$ cat config.mk
export PLATFORM = sky130hd
export DESIGN_NAME = sweep_peak_tracker
export DESIGN_NICKNAME = d
export VERILOG_FILES = /design/src/hw/rtl/spt_pkg.sv /design/src/hw/rtl/sweep_peak_tracker.sv /design/src/hw/rtl/spt_front.sv /design/src/hw/rtl/spt_queue.sv /design/src/hw/rtl/spt_back.sv
export SDC_FILE = /design/constraint.sdc
export NUM_CORES = 2
export LEC_CHECK = 0
export ABC_AREA = 1
export BUFFER_PORTS_ARGS = -buffer_cell sky130_fd_sc_hd__buf_2
export CORE_ASPECT_RATIO = 0.9
export CORE_MARGIN = 2
export CORE_UTILIZATION = 25
export DETAILED_ROUTE_END_ITERATION = 16
export PLACE_DENSITY = 0.49
export SLEW_MARGIN = 30
export SYNTH_ARGS = -nofsm -noshare
export SYNTH_HDL_FRONTEND = slang
export SYNTH_SLANG_ARGS = --single-unit
$ cat constraint.sdc
create_clock -name clk -period 21.4 [get_ports clk]
set_input_delay 4.28 -clock clk [delete_from_list [all_inputs] [get_ports clk]]
set_output_delay 4.28 -clock clk [all_outputs]
set_load 0.02 [all_outputs]
$ cat src/hw/rtl/spt_pkg.sv
// Shared types, constants and helpers for the sweep peak tracker.
package spt_pkg;

  localparam int FREQ_BITS_DEF   = 30;
  localparam int FILTER_FRAC_DEF = 16;

  localparam int RSSI_W  = 11;
  localparam int RAW_W   = 8;
  localparam int CHAN_W  = 8;
  localparam int COMP_W  = 8;
  localparam int HOLD_W  = 8;
  localparam int GAIN_W  = 16;
  localparam int IDX_W   = 3;
  localparam int QUEUE_DEPTH = 2;

  localparam logic signed [RSSI_W-1:0] PEAK_FLOOR  = -11'sd254;
  localparam logic signed [RSSI_W-1:0] RSSI_OFFSET = 11'sd140;

  // register reset values
  localparam logic [COMP_W-1:0]        RST_RSSI_COMP = '0;
  localparam logic signed [RSSI_W-1:0] RST_THRESHOLD = -11'sd150;
  localparam logic [HOLD_W-1:0]        RST_HOLD      = 8'd20;
  localparam int                       RST_JUMP      = 500000;
  localparam logic [GAIN_W-1:0]        RST_FAST_GAIN = 16'd58982;
  localparam logic [GAIN_W-1:0]        RST_SLOW_GAIN = 16'd1966;

  // tunable bands, limits included
  localparam logic [31:0] BAND0_LO = 32'd142000000;
  localparam logic [31:0] BAND0_HI = 32'd175000000;
  localparam logic [31:0] BAND1_LO = 32'd284000000;
  localparam logic [31:0] BAND1_HI = 32'd525000000;
  localparam logic [31:0] BAND2_LO = 32'd850000000;
  localparam logic [31:0] BAND2_HI = 32'd1050000000;

  typedef enum logic [IDX_W-1:0] {
    REG_RSSI_COMP = 3'd0,
    REG_THRESHOLD = 3'd1,
    REG_HOLD      = 3'd2,
    REG_JUMP      = 3'd3,
    REG_FAST_GAIN = 3'd4,
    REG_SLOW_GAIN = 3'd5
  } reg_idx_t;

  typedef struct packed {
    logic [COMP_W-1:0]        rssi_comp;
    logic signed [RSSI_W-1:0] threshold;
    logic [HOLD_W-1:0]        hold_reload;
    logic [GAIN_W-1:0]        fast_gain;
    logic [GAIN_W-1:0]        slow_gain;
  } cfg_t;

  function automatic logic in_band(input logic [31:0] f);
    in_band = (f >= BAND0_LO && f <= BAND0_HI) ||
              (f >= BAND1_LO && f <= BAND1_HI) ||
              (f >= BAND2_LO && f <= BAND2_HI);
  endfunction

endpackage

$ cat src/hw/rtl/sweep_peak_tracker.sv
// Top level of the sweep peak tracker: config registers, front end, queue, back end.
//
//  channel | direction | handshake              | payload
//  --------+-----------+------------------------+------------------------------------------
//  in_     | input     | in_valid / in_ready    | frequency_hz, rssi_raw, channel_index,
//          |           |                        | sweep_end
//  out_    | output    | out_valid / out_ready  | report_frequency_hz, report_rssi_half_db,
//          |           |                        | report_channel, signal_present
//  cfg_    | input     | cfg_we (no wait)       | cfg_index, cfg_wdata
//
// Measurements inside a sweep are taken one per cycle while the queue has room; the
// front end only folds them into the running peak. Each sweep end hands a summary to a
// 2-entry queue. The back end retires a hold countdown in idle, sends a seed or clear
// report to done, and runs a filtered report through diff, gain, a digit-serial 16x16
// multiply over NCH 16-bit digits of the Q-format filter word (3 by default), update
// and done. Reset is synchronous; no clearing pass is needed. A stalled output only
// stops the back end; the front keeps taking transactions until the queue fills.
module sweep_peak_tracker #(
  parameter int FREQ_BITS        = spt_pkg::FREQ_BITS_DEF,
  parameter int FILTER_FRAC_BITS = spt_pkg::FILTER_FRAC_DEF
) (
  input  logic                              clk,
  input  logic                              rst_n,
  // measurement channel
  input  logic                              in_valid,
  output logic                              in_ready,
  input  logic [FREQ_BITS-1:0]              in_frequency_hz,
  input  logic [spt_pkg::RAW_W-1:0]         in_rssi_raw,
  input  logic [spt_pkg::CHAN_W-1:0]        in_channel_index,
  input  logic                              in_sweep_end,
  // report channel
  output logic                              out_valid,
  input  logic                              out_ready,
  output logic [FREQ_BITS-1:0]              out_report_frequency_hz,
  output logic signed [spt_pkg::RSSI_W-1:0] out_report_rssi_half_db,
  output logic [spt_pkg::CHAN_W-1:0]        out_report_channel,
  output logic                              out_signal_present,
  // configuration
  input  logic                              cfg_we,
  input  logic [spt_pkg::IDX_W-1:0]         cfg_index,
  input  logic [FREQ_BITS-1:0]              cfg_wdata
);
  import spt_pkg::*;

  localparam int SUM_W = RSSI_W + FREQ_BITS + CHAN_W + 1;

  cfg_t                 cfg_r;
  logic [FREQ_BITS-1:0] jump_limit_r;

  logic                 sum_valid;
  logic                 sum_ready;
  logic [SUM_W-1:0]     sum_data;
  logic                 q_valid;
  logic                 q_ready;
  logic [SUM_W-1:0]     q_data;

  // user writes config only while idle, not enforced; indexes past the list are dropped
  always_ff @(posedge clk) begin
    if (!rst_n) begin
      cfg_r.rssi_comp   <= RST_RSSI_COMP;
      cfg_r.threshold   <= RST_THRESHOLD;
      cfg_r.hold_reload <= RST_HOLD;
      cfg_r.fast_gain   <= RST_FAST_GAIN;
      cfg_r.slow_gain   <= RST_SLOW_GAIN;
      jump_limit_r      <= FREQ_BITS'(RST_JUMP);
    end else if (cfg_we) begin
      case (cfg_index)
        REG_RSSI_COMP: cfg_r.rssi_comp   <= cfg_wdata[COMP_W-1:0];
        REG_THRESHOLD: cfg_r.threshold   <= $signed(cfg_wdata[RSSI_W-1:0]);
        REG_HOLD:      cfg_r.hold_reload <= cfg_wdata[HOLD_W-1:0];
        REG_JUMP:      jump_limit_r      <= cfg_wdata;
        REG_FAST_GAIN: cfg_r.fast_gain   <= cfg_wdata[GAIN_W-1:0];
        REG_SLOW_GAIN: cfg_r.slow_gain   <= cfg_wdata[GAIN_W-1:0];
        default: ;
      endcase
    end
  end

  spt_front #(
    .FREQ_BITS(FREQ_BITS)
  ) u_front (
    .clk              (clk),
    .rst_n            (rst_n),
    .in_valid         (in_valid),
    .in_ready         (in_ready),
    .in_frequency_hz  (in_frequency_hz),
    .in_rssi_raw      (in_rssi_raw),
    .in_channel_index (in_channel_index),
    .in_sweep_end     (in_sweep_end),
    .rssi_comp        (cfg_r.rssi_comp),
    .sum_valid        (sum_valid),
    .sum_ready        (sum_ready),
    .sum_data         (sum_data)
  );

  spt_queue #(
    .DATA_W(SUM_W)
  ) u_queue (
    .clk        (clk),
    .rst_n      (rst_n),
    .push_valid (sum_valid),
    .push_ready (sum_ready),
    .push_data  (sum_data),
    .pop_valid  (q_valid),
    .pop_ready  (q_ready),
    .pop_data   (q_data)
  );

  spt_back #(
    .FREQ_BITS        (FREQ_BITS),
    .FILTER_FRAC_BITS (FILTER_FRAC_BITS)
  ) u_back (
    .clk                     (clk),
    .rst_n                   (rst_n),
    .cfg                     (cfg_r),
    .jump_limit              (jump_limit_r),
    .sum_valid               (q_valid),
    .sum_ready               (q_ready),
    .sum_data                (q_data),
    .out_valid               (out_valid),
    .out_ready               (out_ready),
    .out_report_frequency_hz (out_report_frequency_hz),
    .out_report_rssi_half_db (out_report_rssi_half_db),
    .out_report_channel      (out_report_channel),
    .out_signal_present      (out_signal_present)
  );

endmodule

$ cat src/hw/rtl/spt_front.sv
// Front end: accepts measurements, tracks the sweep peak, emits one summary per sweep.
module spt_front #(
  parameter int FREQ_BITS = spt_pkg::FREQ_BITS_DEF
) (
  input  logic                                          clk,
  input  logic                                          rst_n,
  input  logic                                          in_valid,
  output logic                                          in_ready,
  input  logic [FREQ_BITS-1:0]                          in_frequency_hz,
  input  logic [spt_pkg::RAW_W-1:0]                     in_rssi_raw,
  input  logic [spt_pkg::CHAN_W-1:0]                    in_channel_index,
  input  logic                                          in_sweep_end,
  input  logic [spt_pkg::COMP_W-1:0]                    rssi_comp,
  output logic                                          sum_valid,
  input  logic                                          sum_ready,
  output logic [spt_pkg::RSSI_W+FREQ_BITS+spt_pkg::CHAN_W:0] sum_data
);
  import spt_pkg::*;

  typedef struct packed {
    logic                     fresh;
    logic signed [RSSI_W-1:0] rssi;
    logic [FREQ_BITS-1:0]     freq;
    logic [CHAN_W-1:0]        chan;
  } sum_t;

  logic signed [RSSI_W-1:0] peak_rssi_r;
  logic [FREQ_BITS-1:0]     peak_freq_r;
  logic [CHAN_W-1:0]        peak_chan_r;
  logic                     fresh_r;

  logic                     accept;
  logic signed [RSSI_W-1:0] rssi_now;
  logic                     take;
  sum_t                     sum;

  assign in_ready = sum_ready;
  assign accept   = in_valid && in_ready;

  // raw - 2*comp - 140, result always within 11 bits signed
  assign rssi_now = $signed({3'b000, in_rssi_raw}) - $signed({2'b00, rssi_comp, 1'b0})
                    - RSSI_OFFSET;
  assign take = in_band(32'(in_frequency_hz)) && (rssi_now > peak_rssi_r);

  always_comb begin
    sum.fresh = fresh_r || take;
    sum.rssi  = take ? rssi_now : peak_rssi_r;
    sum.freq  = take ? in_frequency_hz : peak_freq_r;
    sum.chan  = take ? in_channel_index : peak_chan_r;
  end

  assign sum_valid = accept && in_sweep_end;
  assign sum_data  = sum;

  always_ff @(posedge clk) begin
    if (!rst_n) begin
      peak_rssi_r <= PEAK_FLOOR;
      fresh_r     <= 1'b0;
    end else if (accept) begin
      if (in_sweep_end) begin
        peak_rssi_r <= PEAK_FLOOR;
        fresh_r     <= 1'b0;
      end else if (take) begin
        peak_rssi_r <= rssi_now;
        peak_freq_r <= in_frequency_hz;
        peak_chan_r <= in_channel_index;
        fresh_r     <= 1'b1;
      end
    end
  end

endmodule

$ cat src/hw/rtl/spt_queue.sv
// Small register FIFO between front and back ends.
module spt_queue #(
  parameter int DATA_W = 8
) (
  input  logic              clk,
  input  logic              rst_n,
  input  logic              push_valid,
  output logic              push_ready,
  input  logic [DATA_W-1:0] push_data,
  output logic              pop_valid,
  input  logic              pop_ready,
  output logic [DATA_W-1:0] pop_data
);
  import spt_pkg::*;

  localparam int PTR_W = $clog2(QUEUE_DEPTH);
  localparam int CNT_W = $clog2(QUEUE_DEPTH + 1);

  logic [DATA_W-1:0] mem_r [QUEUE_DEPTH];
  logic [PTR_W-1:0]  wr_ptr_r;
  logic [PTR_W-1:0]  rd_ptr_r;
  logic [CNT_W-1:0]  cnt_r;
  logic              do_push;
  logic              do_pop;

  assign push_ready = cnt_r != CNT_W'(QUEUE_DEPTH);
  assign pop_valid  = cnt_r != '0;
  assign pop_data   = mem_r[rd_ptr_r];
  assign do_push    = push_valid && push_ready;
  assign do_pop     = pop_valid && pop_ready;

  always_ff @(posedge clk) begin
    if (do_push) begin
      mem_r[wr_ptr_r] <= push_data;
    end
  end

  always_ff @(posedge clk) begin
    if (!rst_n) begin
      wr_ptr_r <= '0;
      rd_ptr_r <= '0;
      cnt_r    <= '0;
    end else begin
      if (do_push) begin
        wr_ptr_r <= wr_ptr_r + 1'b1;
      end
      if (do_pop) begin
        rd_ptr_r <= rd_ptr_r + 1'b1;
      end
      if (do_push && !do_pop) begin
        cnt_r <= cnt_r + 1'b1;
      end else if (do_pop && !do_push) begin
        cnt_r <= cnt_r - 1'b1;
      end
    end
  end

endmodule

$ cat src/hw/rtl/spt_back.sv
// Back end: per-sweep decision, hold countdown and adaptive frequency filter.
module spt_back #(
  parameter int FREQ_BITS        = spt_pkg::FREQ_BITS_DEF,
  parameter int FILTER_FRAC_BITS = spt_pkg::FILTER_FRAC_DEF
) (
  input  logic                                          clk,
  input  logic                                          rst_n,
  input  spt_pkg::cfg_t                                 cfg,
  input  logic [FREQ_BITS-1:0]                          jump_limit,
  input  logic                                          sum_valid,
  output logic                                          sum_ready,
  input  logic [spt_pkg::RSSI_W+FREQ_BITS+spt_pkg::CHAN_W:0] sum_data,
  output logic                                          out_valid,
  input  logic                                          out_ready,
  output logic [FREQ_BITS-1:0]                          out_report_frequency_hz,
  output logic signed [spt_pkg::RSSI_W-1:0]             out_report_rssi_half_db,
  output logic [spt_pkg::CHAN_W-1:0]                    out_report_channel,
  output logic                                          out_signal_present
);
  import spt_pkg::*;

  localparam int FW  = FREQ_BITS + FILTER_FRAC_BITS;
  localparam int NCH = (FW + GAIN_W - 1) / GAIN_W;
  localparam int PW  = NCH * GAIN_W;
  localparam int AW  = FW + GAIN_W;
  localparam int CW  = $clog2(NCH + 1);

  typedef struct packed {
    logic                     fresh;
    logic signed [RSSI_W-1:0] rssi;
    logic [FREQ_BITS-1:0]     freq;
    logic [CHAN_W-1:0]        chan;
  } sum_t;

  typedef enum logic [2:0] {
    S_IDLE,
    S_DIFF,
    S_GAIN,
    S_MUL,
    S_UPD,
    S_DONE
  } state_t;

  state_t                   state_r;
  logic [FW-1:0]            filter_r;
  logic [HOLD_W-1:0]        hold_r;
  logic [FREQ_BITS-1:0]     last_freq_r;
  logic [CHAN_W-1:0]        last_chan_r;

  logic [FREQ_BITS-1:0]     job_freq_r;
  logic                     up_r;
  logic [FW-1:0]            mag_r;
  logic [GAIN_W-1:0]        gain_r;
  logic [PW-1:0]            sh_r;
  logic [2*GAIN_W-1:0]      prod_r;
  logic [AW-1:0]            acc_r;
  logic [CW-1:0]            cnt_r;

  logic [FREQ_BITS-1:0]     res_freq_r;
  logic signed [RSSI_W-1:0] res_rssi_r;
  logic [CHAN_W-1:0]        res_chan_r;
  logic                     res_present_r;

  logic                     out_valid_r;
  logic [FREQ_BITS-1:0]     out_freq_r;
  logic signed [RSSI_W-1:0] out_rssi_r;
  logic [CHAN_W-1:0]        out_chan_r;
  logic                     out_present_r;

  sum_t                     job;
  logic [FREQ_BITS-1:0]     sel_freq;
  logic [CHAN_W-1:0]        sel_chan;
  logic                     detect;
  logic [FW-1:0]            n_val;
  logic [FW-1:0]            lim;
  logic                     up;
  logic [2*GAIN_W-1:0]      prod_nxt;
  logic [AW-1:0]            acc_nxt;
  logic [FW-1:0]            step;
  logic [FW-1:0]            filter_upd;

  assign job      = sum_data;
  // no in-band reading this sweep: keep the previous peak frequency/channel
  assign sel_freq = job.fresh ? job.freq : last_freq_r;
  assign sel_chan = job.fresh ? job.chan : last_chan_r;
  assign detect   = $signed(job.rssi) > $signed(cfg.threshold);

  assign n_val    = {job_freq_r, {FILTER_FRAC_BITS{1'b0}}};
  assign lim      = {jump_limit, {FILTER_FRAC_BITS{1'b0}}};
  assign up       = n_val >= filter_r;

  // mag * gain, one 16-bit digit of mag per cycle, MSB digit first
  assign prod_nxt = sh_r[PW-1 -: GAIN_W] * gain_r;
  assign acc_nxt  = (acc_r << GAIN_W) + AW'(prod_r);

  assign step       = acc_r[AW-1:GAIN_W];
  assign filter_upd = up_r ? filter_r + step : filter_r - step;

  assign sum_ready = state_r == S_IDLE;

  assign out_valid               = out_valid_r;
  assign out_report_frequency_hz = out_freq_r;
  assign out_report_rssi_half_db = out_rssi_r;
  assign out_report_channel      = out_chan_r;
  assign out_signal_present      = out_present_r;

  always_ff @(posedge clk) begin
    if (!rst_n) begin
      state_r     <= S_IDLE;
      out_valid_r <= 1'b0;
      filter_r    <= '0;
      hold_r      <= '0;
      last_freq_r <= '0;
      last_chan_r <= '0;
    end else begin
      // output slot: load a finished report, or free the slot once taken
      if (state_r == S_DONE && (!out_valid_r || out_ready)) begin
        out_valid_r <= 1'b1;
      end else if (out_valid_r && out_ready) begin
        out_valid_r <= 1'b0;
      end
      case (state_r)
        S_IDLE: begin
          if (sum_valid) begin
            last_chan_r   <= sel_chan;
            last_freq_r   <= sel_freq;
            job_freq_r    <= sel_freq;
            if (detect) begin
              hold_r        <= cfg.hold_reload;
              res_rssi_r    <= job.rssi;
              res_chan_r    <= sel_chan;
              res_present_r <= 1'b1;
              if (filter_r == '0) begin
                // seed the filter, report the raw peak
                filter_r   <= {sel_freq, {FILTER_FRAC_BITS{1'b0}}};
                res_freq_r <= sel_freq;
                state_r    <= S_DONE;
              end else begin
                state_r <= S_DIFF;
              end
            end else if (hold_r != '0) begin
              hold_r <= hold_r - 1'b1;
            end else begin
              filter_r      <= '0;
              res_freq_r    <= '0;
              res_rssi_r    <= '0;
              res_chan_r    <= '0;
              res_present_r <= 1'b0;
              state_r       <= S_DONE;
            end
          end
        end
        S_DIFF: begin
          up_r    <= up;
          mag_r   <= up ? n_val - filter_r : filter_r - n_val;
          state_r <= S_GAIN;
        end
        S_GAIN: begin
          gain_r  <= (mag_r > lim) ? cfg.fast_gain : cfg.slow_gain;
          sh_r    <= PW'(mag_r);
          acc_r   <= '0;
          cnt_r   <= '0;
          state_r <= S_MUL;
        end
        S_MUL: begin
          if (cnt_r != CW'(NCH)) begin
            prod_r <= prod_nxt;
            sh_r   <= sh_r << GAIN_W;
          end
          if (cnt_r != '0) begin
            acc_r <= acc_nxt;
          end
          cnt_r <= cnt_r + 1'b1;
          if (cnt_r == CW'(NCH)) begin
            state_r <= S_UPD;
          end
        end
        S_UPD: begin
          filter_r    <= filter_upd;
          res_freq_r  <= filter_upd[FW-1:FILTER_FRAC_BITS];
          last_freq_r <= filter_upd[FW-1:FILTER_FRAC_BITS];
          state_r     <= S_DONE;
        end
        S_DONE: begin
          if (!out_valid_r || out_ready) begin
            out_freq_r    <= res_freq_r;
            out_rssi_r    <= res_rssi_r;
            out_chan_r    <= res_chan_r;
            out_present_r <= res_present_r;
            state_r       <= S_IDLE;
          end
        end
        default: begin
          state_r <= S_IDLE;
        end
      endcase
    end
  end

endmodule

# == Word-level counts from Yosys, hierarchy flattened ==
# Memories as Yosys holds them, arrays and structs flattened. A register that Yosys moved wholly into a read port is not among the register bits.
# Index checks and enable logic that the tools add are counted.
# op_classes
mux,50
bitwise_logic,1
multipliers,1
n_lt_le_gt_ge,10
n_reduce_logical,54
add_sub_neg,13
n_eq_ne,21
# op_table
cell,n
$mux W46,6
$mux W30,7
$sub A46 B46 Y46,3
$pmux W62 S2,1
$pmux W30 S2,2
$pmux W48 S2,1
$pmux W46 S2,1
$add A62 B32 Y62,1
$mux W62,1
$mux W48,1
$mux W8,6
$add A46 B46 Y46,1
$ge A46 B46 Y1,1
$gt A46 B46 Y1,1
$logic_not A46 Y1,1
$mux W11,4
$mul A16 B16 Y32,1
$ge A30 B28 Y1 const B,1
$ge A30 B29 Y1 const B,1
$ge A30 B30 Y1 const B,1
$le A30 B28 Y1 const B,1
$le A30 B29 Y1 const B,1
$le A30 B30 Y1 const B,1
$reduce_and A2 Y1,12
other kinds (31),93
# totals
output_inout_bits,52
word_cells,186
input_bits,85
memories,1
reg_bits,576
ramBits,100
# memory_table
name,depth,word_bits,rd,rd_clocked_by_memory_dff,write_ports,line_no,text
u_queue.mem_r,2,50,1,1,1,spt_queue.sv:19,logic [DATA_W-1:0] mem_r [QUEUE_DEPTH];

# == Logic depth before layout (Yosys ltp) ==
# logic_depth
depth_word,8
ltp_mapped,28
mapped_depth_nobuf,27

# == Hierarchy ==
# A second synthesis with hierarchy kept.
# hier_totals
hier_cells,6203
hier_area_um2,48815.6
# modules_own_cells
mod,cells_each,seq_area_each_um2,area_each_um2,instances
spt_back,4940,12041.5,37313.3,1
spt_queue,193,3103.0,4105.2,1
spt_front,580,1381.3,3950.0,1
sweep_peak_tracker,490,1781.7,3447.1,1

# == Least setup slack after synthesis ==
# Ideal clock, no wire load.
# synth_timing
path_type,input to register
start,input port rst_n
end,"register u_back.acc_r[0], enable pin"
t_arrival_ns,9.454
path_slack_ns,11.371
n_path_buf,2
setup_ns,0.575
required_ns,20.825
cell_stages,4
cell_sequence,clkbuf_1 -> inv_1 -> clkbuf_1 -> a211oi_1
# synth_via
elab_chain_cells,1
# synth_lines
item,line_no,text
start: declaration,sweep_peak_tracker.sv:23,"input logic rst_n,"
$reduce_and A3 Y1 (no line),-,
end signal: assignment,spt_back.sv:171,acc_r <= acc_nxt;
end: declaration,spt_back.sv:56,logic [AW-1:0] acc_r;
# No other way between the ends.
# A chain may end at the register's enable or synchronous reset.

# == Final worst setup path ==
# layout_timing
start,input port in_rssi_raw[1] in the netlist's numbering
end,memory u_queue.mem_r[1][3] in the netlist's numbering (data pin)
# layout_via
elab_chain_cells,5
# layout_lines
item,line_no,text
start: declaration,sweep_peak_tracker.sv:28,"input logic [spt_pkg::RAW_W-1:0] in_rssi_raw,"
$sub A8 B9 Y10,spt_front.sv:41,"assign rssi_now = $signed({3'b000, in_rssi_raw}) - $signed({2'b00, rssi_comp, 1'b0})"
$sub A11 B9 Y11,spt_front.sv:42,- RSSI_OFFSET;
$gt A11 B11 Y1,spt_front.sv:43,assign take = in_band(32'(in_frequency_hz)) && (rssi_now > peak_rssi_r);
$logic_and A1 B1 Y1,spt_front.sv:43,
$mux W8,spt_front.sv:49,sum.chan = take ? in_channel_index : peak_chan_r;
net sum_data[3],sweep_peak_tracker.sv:52,logic [SUM_W-1:0] sum_data;
end: declaration,spt_queue.sv:19,
# The timed path passes the listed nets, and every way through them passes these cells.

==> flow_metrics.tcl <==
set metrics [dict create \
    die_h_um 417 \
    rsz0062_at_grt "false" \
    p_leak_nw 24.0 \
    cp_data_required_time_ps 21810 \
    clock-sinks 677 \
    hold_buffers 0 \
    ir_drop_v 0.000241 \
    r2r-start "u_back.sh_r[36]$_DFFE_PP_" \
    cts_resized 0 \
    relSlewSlack 0.253 \
    crit_path_frequent_cell "nand2_1" \
    synth_cell_types 60 \
    ys_warn_count 0 \
    power.switching_mw 4.49 \
    drc 0 \
    post-route-period-util 0.384 \
    critPathLaunchType "input pin" \
    portBuffers 136 \
    cp-end-kind "flip-flop" \
    start_util 0.252 \
    ys_seq_area_frac 0.386 \
    hold_class "reg -> reg" \
    tritoncts "yes" \
    worstPathBufferInverterCount 6 \
    final_cell_area_um2 53400 \
    drt-total-wl_mm 160 \
    p_seq_frac 0.233 \
    critPathArrivalTime_ps 8620 \
    ant_nets 0 \
    drive_above_1_share 0.0578 \
    hp-start "u_back.res_rssi_r[0]$_SDFFCE_PP0P_" \
    grt_max_degree 89 \
    synth.area.top_cells "edfxtp_1, nand2_1, dfxtp_1" \
    netlist_area_um2 47500 \
    synth_area_leader_cell "edfxtp_1" \
    drtPass1Iterations 6 \
    route.vias.total 40000 \
    netlist.area_leader.share 0.300 \
    cpLargestDelayFamily "simple AND/OR/NAND/NOR gates" \
    gp_congestion 0.955 \
    synth-edff-count 475 \
    num_io_pins 137 \
    clkPwrFrac 0.153 \
    synthTopCellsByCount "nand2_1, inv_1, nor2_1, edfxtp_1, o21ai_0" \
    post-route-min-period_ps 8210 \
    cts_max_level 3 \
    grt_util_all_layers 0.163 \
    synth-async-reset-ratio 0 \
    synthFlopType "edfxtp_1" \
    area_growth_syn_to_layout_pct 12.5 \
    synth.net_count 6606 \
    clkLatencyLatePin_ps 690 \
    status "complete, no violations" \
    wl_per_cell_um 18.5 \
    finalSetupTns_ps 0 \
    nets 6652 \
    hpwl_mm 124 \
    skew_ps 29.7 \
    crit_start "in_rssi_raw[1]" \
    cts_buffers 75 \
    cp_slowest_cell "buf_4" \
    dpl-instance-area_um2 50800 \
    cts_buffer_depth 3 \
    tightest_slew_ps 1110 \
    fp.dieW_um 463 \
    swShare 0.507 \
    pwr-share-comb 0.614 \
    ys_ff_latch 677 \
    fillers 20400 \
    setup_viol 0 \
    crit_type "in -> reg" \
    post_cts_buffers 0 \
    fp-row-count 151 \
    critPathMaxStageDelay_ps 600 \
    internal-power_mw 4.36 \
    clock.fmax_mhz 122 \
    drtIter0Drc 3512 \
    slew_viol_final 0 \
    antenna_found_initial 9 \
    coreArea_um2 188000 \
    cap_violations 0 \
    clk_pin_slew_ps 60 \
    worst_slack_ps 13190 \
    grt_pass1_vias 38300 \
    crit_chain "buf_2 > inv_1 > ha_1 > inv_1 > fa_1 > xor2_1 > nand2_1 > nand2_1 > a21oi_1 > nand2_1 > nand2_1 > nand3b_1 > nand2_1 > inv_1 > ha_1 > nand4_1 > nor4b_1 > a21oi_1 > nand2_2 > buf_4 > inv_2 > nand2_1 > nand2_1" \
    grt-ovfl-total 0 \
    final_hold_viol_count 0 \
    avgSynthCellArea_um2 7.87 \
    synthCells 6032 \
    path_max_fanout 63 \
    die_area_um2 193000 \
    pre_cts_slack_ps 12450 \
    ctsRootBufferMaster "clkbuf_16" \
    grt_pass1_wl_mm 243 \
    yosysMostFrequentCell "nand2_1" \
    via_per_inst 4.62 \
    power_density_nw_per_um2 166 \
]
## layout by cell type (no fill, tap or decap), drive strengths merged, types with 62 or more instances in the layout
cell type,Yosys,layout
nand2,1529,1529
edfxtp,475,475
buf,53,175
clkbuf,153,100
nand3,240,240
ha,291,291
xor2,106,106
nor2,627,627
nand4,62,62
dfxtp,202,202
a21oi,365,365
o21ai,404,404
inv,985,989
nor3,71,71
fa,198,198
## final timing paths
kind                                                 end  slack [ps]  cells after the start
min reg2reg  u_back.out_report_rssi_half_db[0]$_DFFE_PP_         410                      0
max                        u_queue.mem_r[1][3]$_DFFE_PP_       13190                     23
max reg2reg                  u_back.prod_r[30]$_DFFE_PP_       14960                     19
min          u_back.out_report_rssi_half_db[0]$_DFFE_PP_         410                      0
## layer usage
metal	GRT usage	wire, µm	vias to the layer above
li1	-	-	19500
met1	0.248	81000	19300
met2	0.244	67800	1054
met3	0.0232	8810	138
met4	0.0306	2700	0
met5	0	0	-
## sequential cells by signal, indices dropped and copies added, names as in the netlist, 16 cells and up, named ones only
name,count
u_back.job_freq_r,30
jump_limit_r,30
u_back.acc_r,62
u_back.sh_r,48
u_back.out_report_frequency_hz,30
u_back.last_freq_r,30
cfg_r,59
u_back.res_freq_r,30
u_back.mag_r,46
u_back.gain_r,16
u_queue.mem_r,100
u_back.filter_r,46
u_back.prod_r,32
u_front.peak_freq_r,30
## power groups by stage
stage                     Combinational (mW)  Sequential (mW)  Clock, mW
after CTS                               5.45             2.06       1.39
after global routing                    6.11             2.08       1.44
final                                   5.44             2.06       1.35
after detailed placement                5.37             2.09          0
after floorplan                         3.67             1.99          0
after global placement                  5.42             2.09          0
## area by class of cell
class,instances,area (µm²),share of cell area
Multi-Input combinational cell,4163,24600,0.462
Sequential cell,677,18300,0.343
Inverter,986,3700,0.0693
Tap cell,2524,3160,0.0592
Clock buffer,100,2060,0.0386
Timing Repair Buffer,175,1030,0.0193
Clock inverter,39,480,0.00900
Antenna cell,4,10.0,0.000187
## kinds of logic (layout without fill, tap and decap cells)
family / count (synthesis) / in the layout / synth area share
AO/OA/AOI/OAI: 928 / 928 / 0.106
XOR/XNOR: 135 / 135 / 0.0249
adder cells (fa/ha/maj): 489 / 489 / 0.160
buffers and inverters: 1192 / 1300 / 0.0975
flip-flops: 677 / 677 / 0.386
multiplexers: 10 / 10 / 0.00221
other: 0 / 4 / 0
AND/OR/NAND/NOR: 2601 / 2601 / 0.224
## through the flow
step                      power [mW]   util  cells  hold slack [ps]
after floorplan                 5.66      -   6032              400
after global placement          7.50  0.269   8522              402
after detailed placement        7.46  0.270   8523              405
after CTS                       8.91  0.283   8662              414
after global routing            9.64  0.283   8666              422
final                           8.85  0.283   8668              412
No activity file was read; power rests on OpenSTA's default activity.
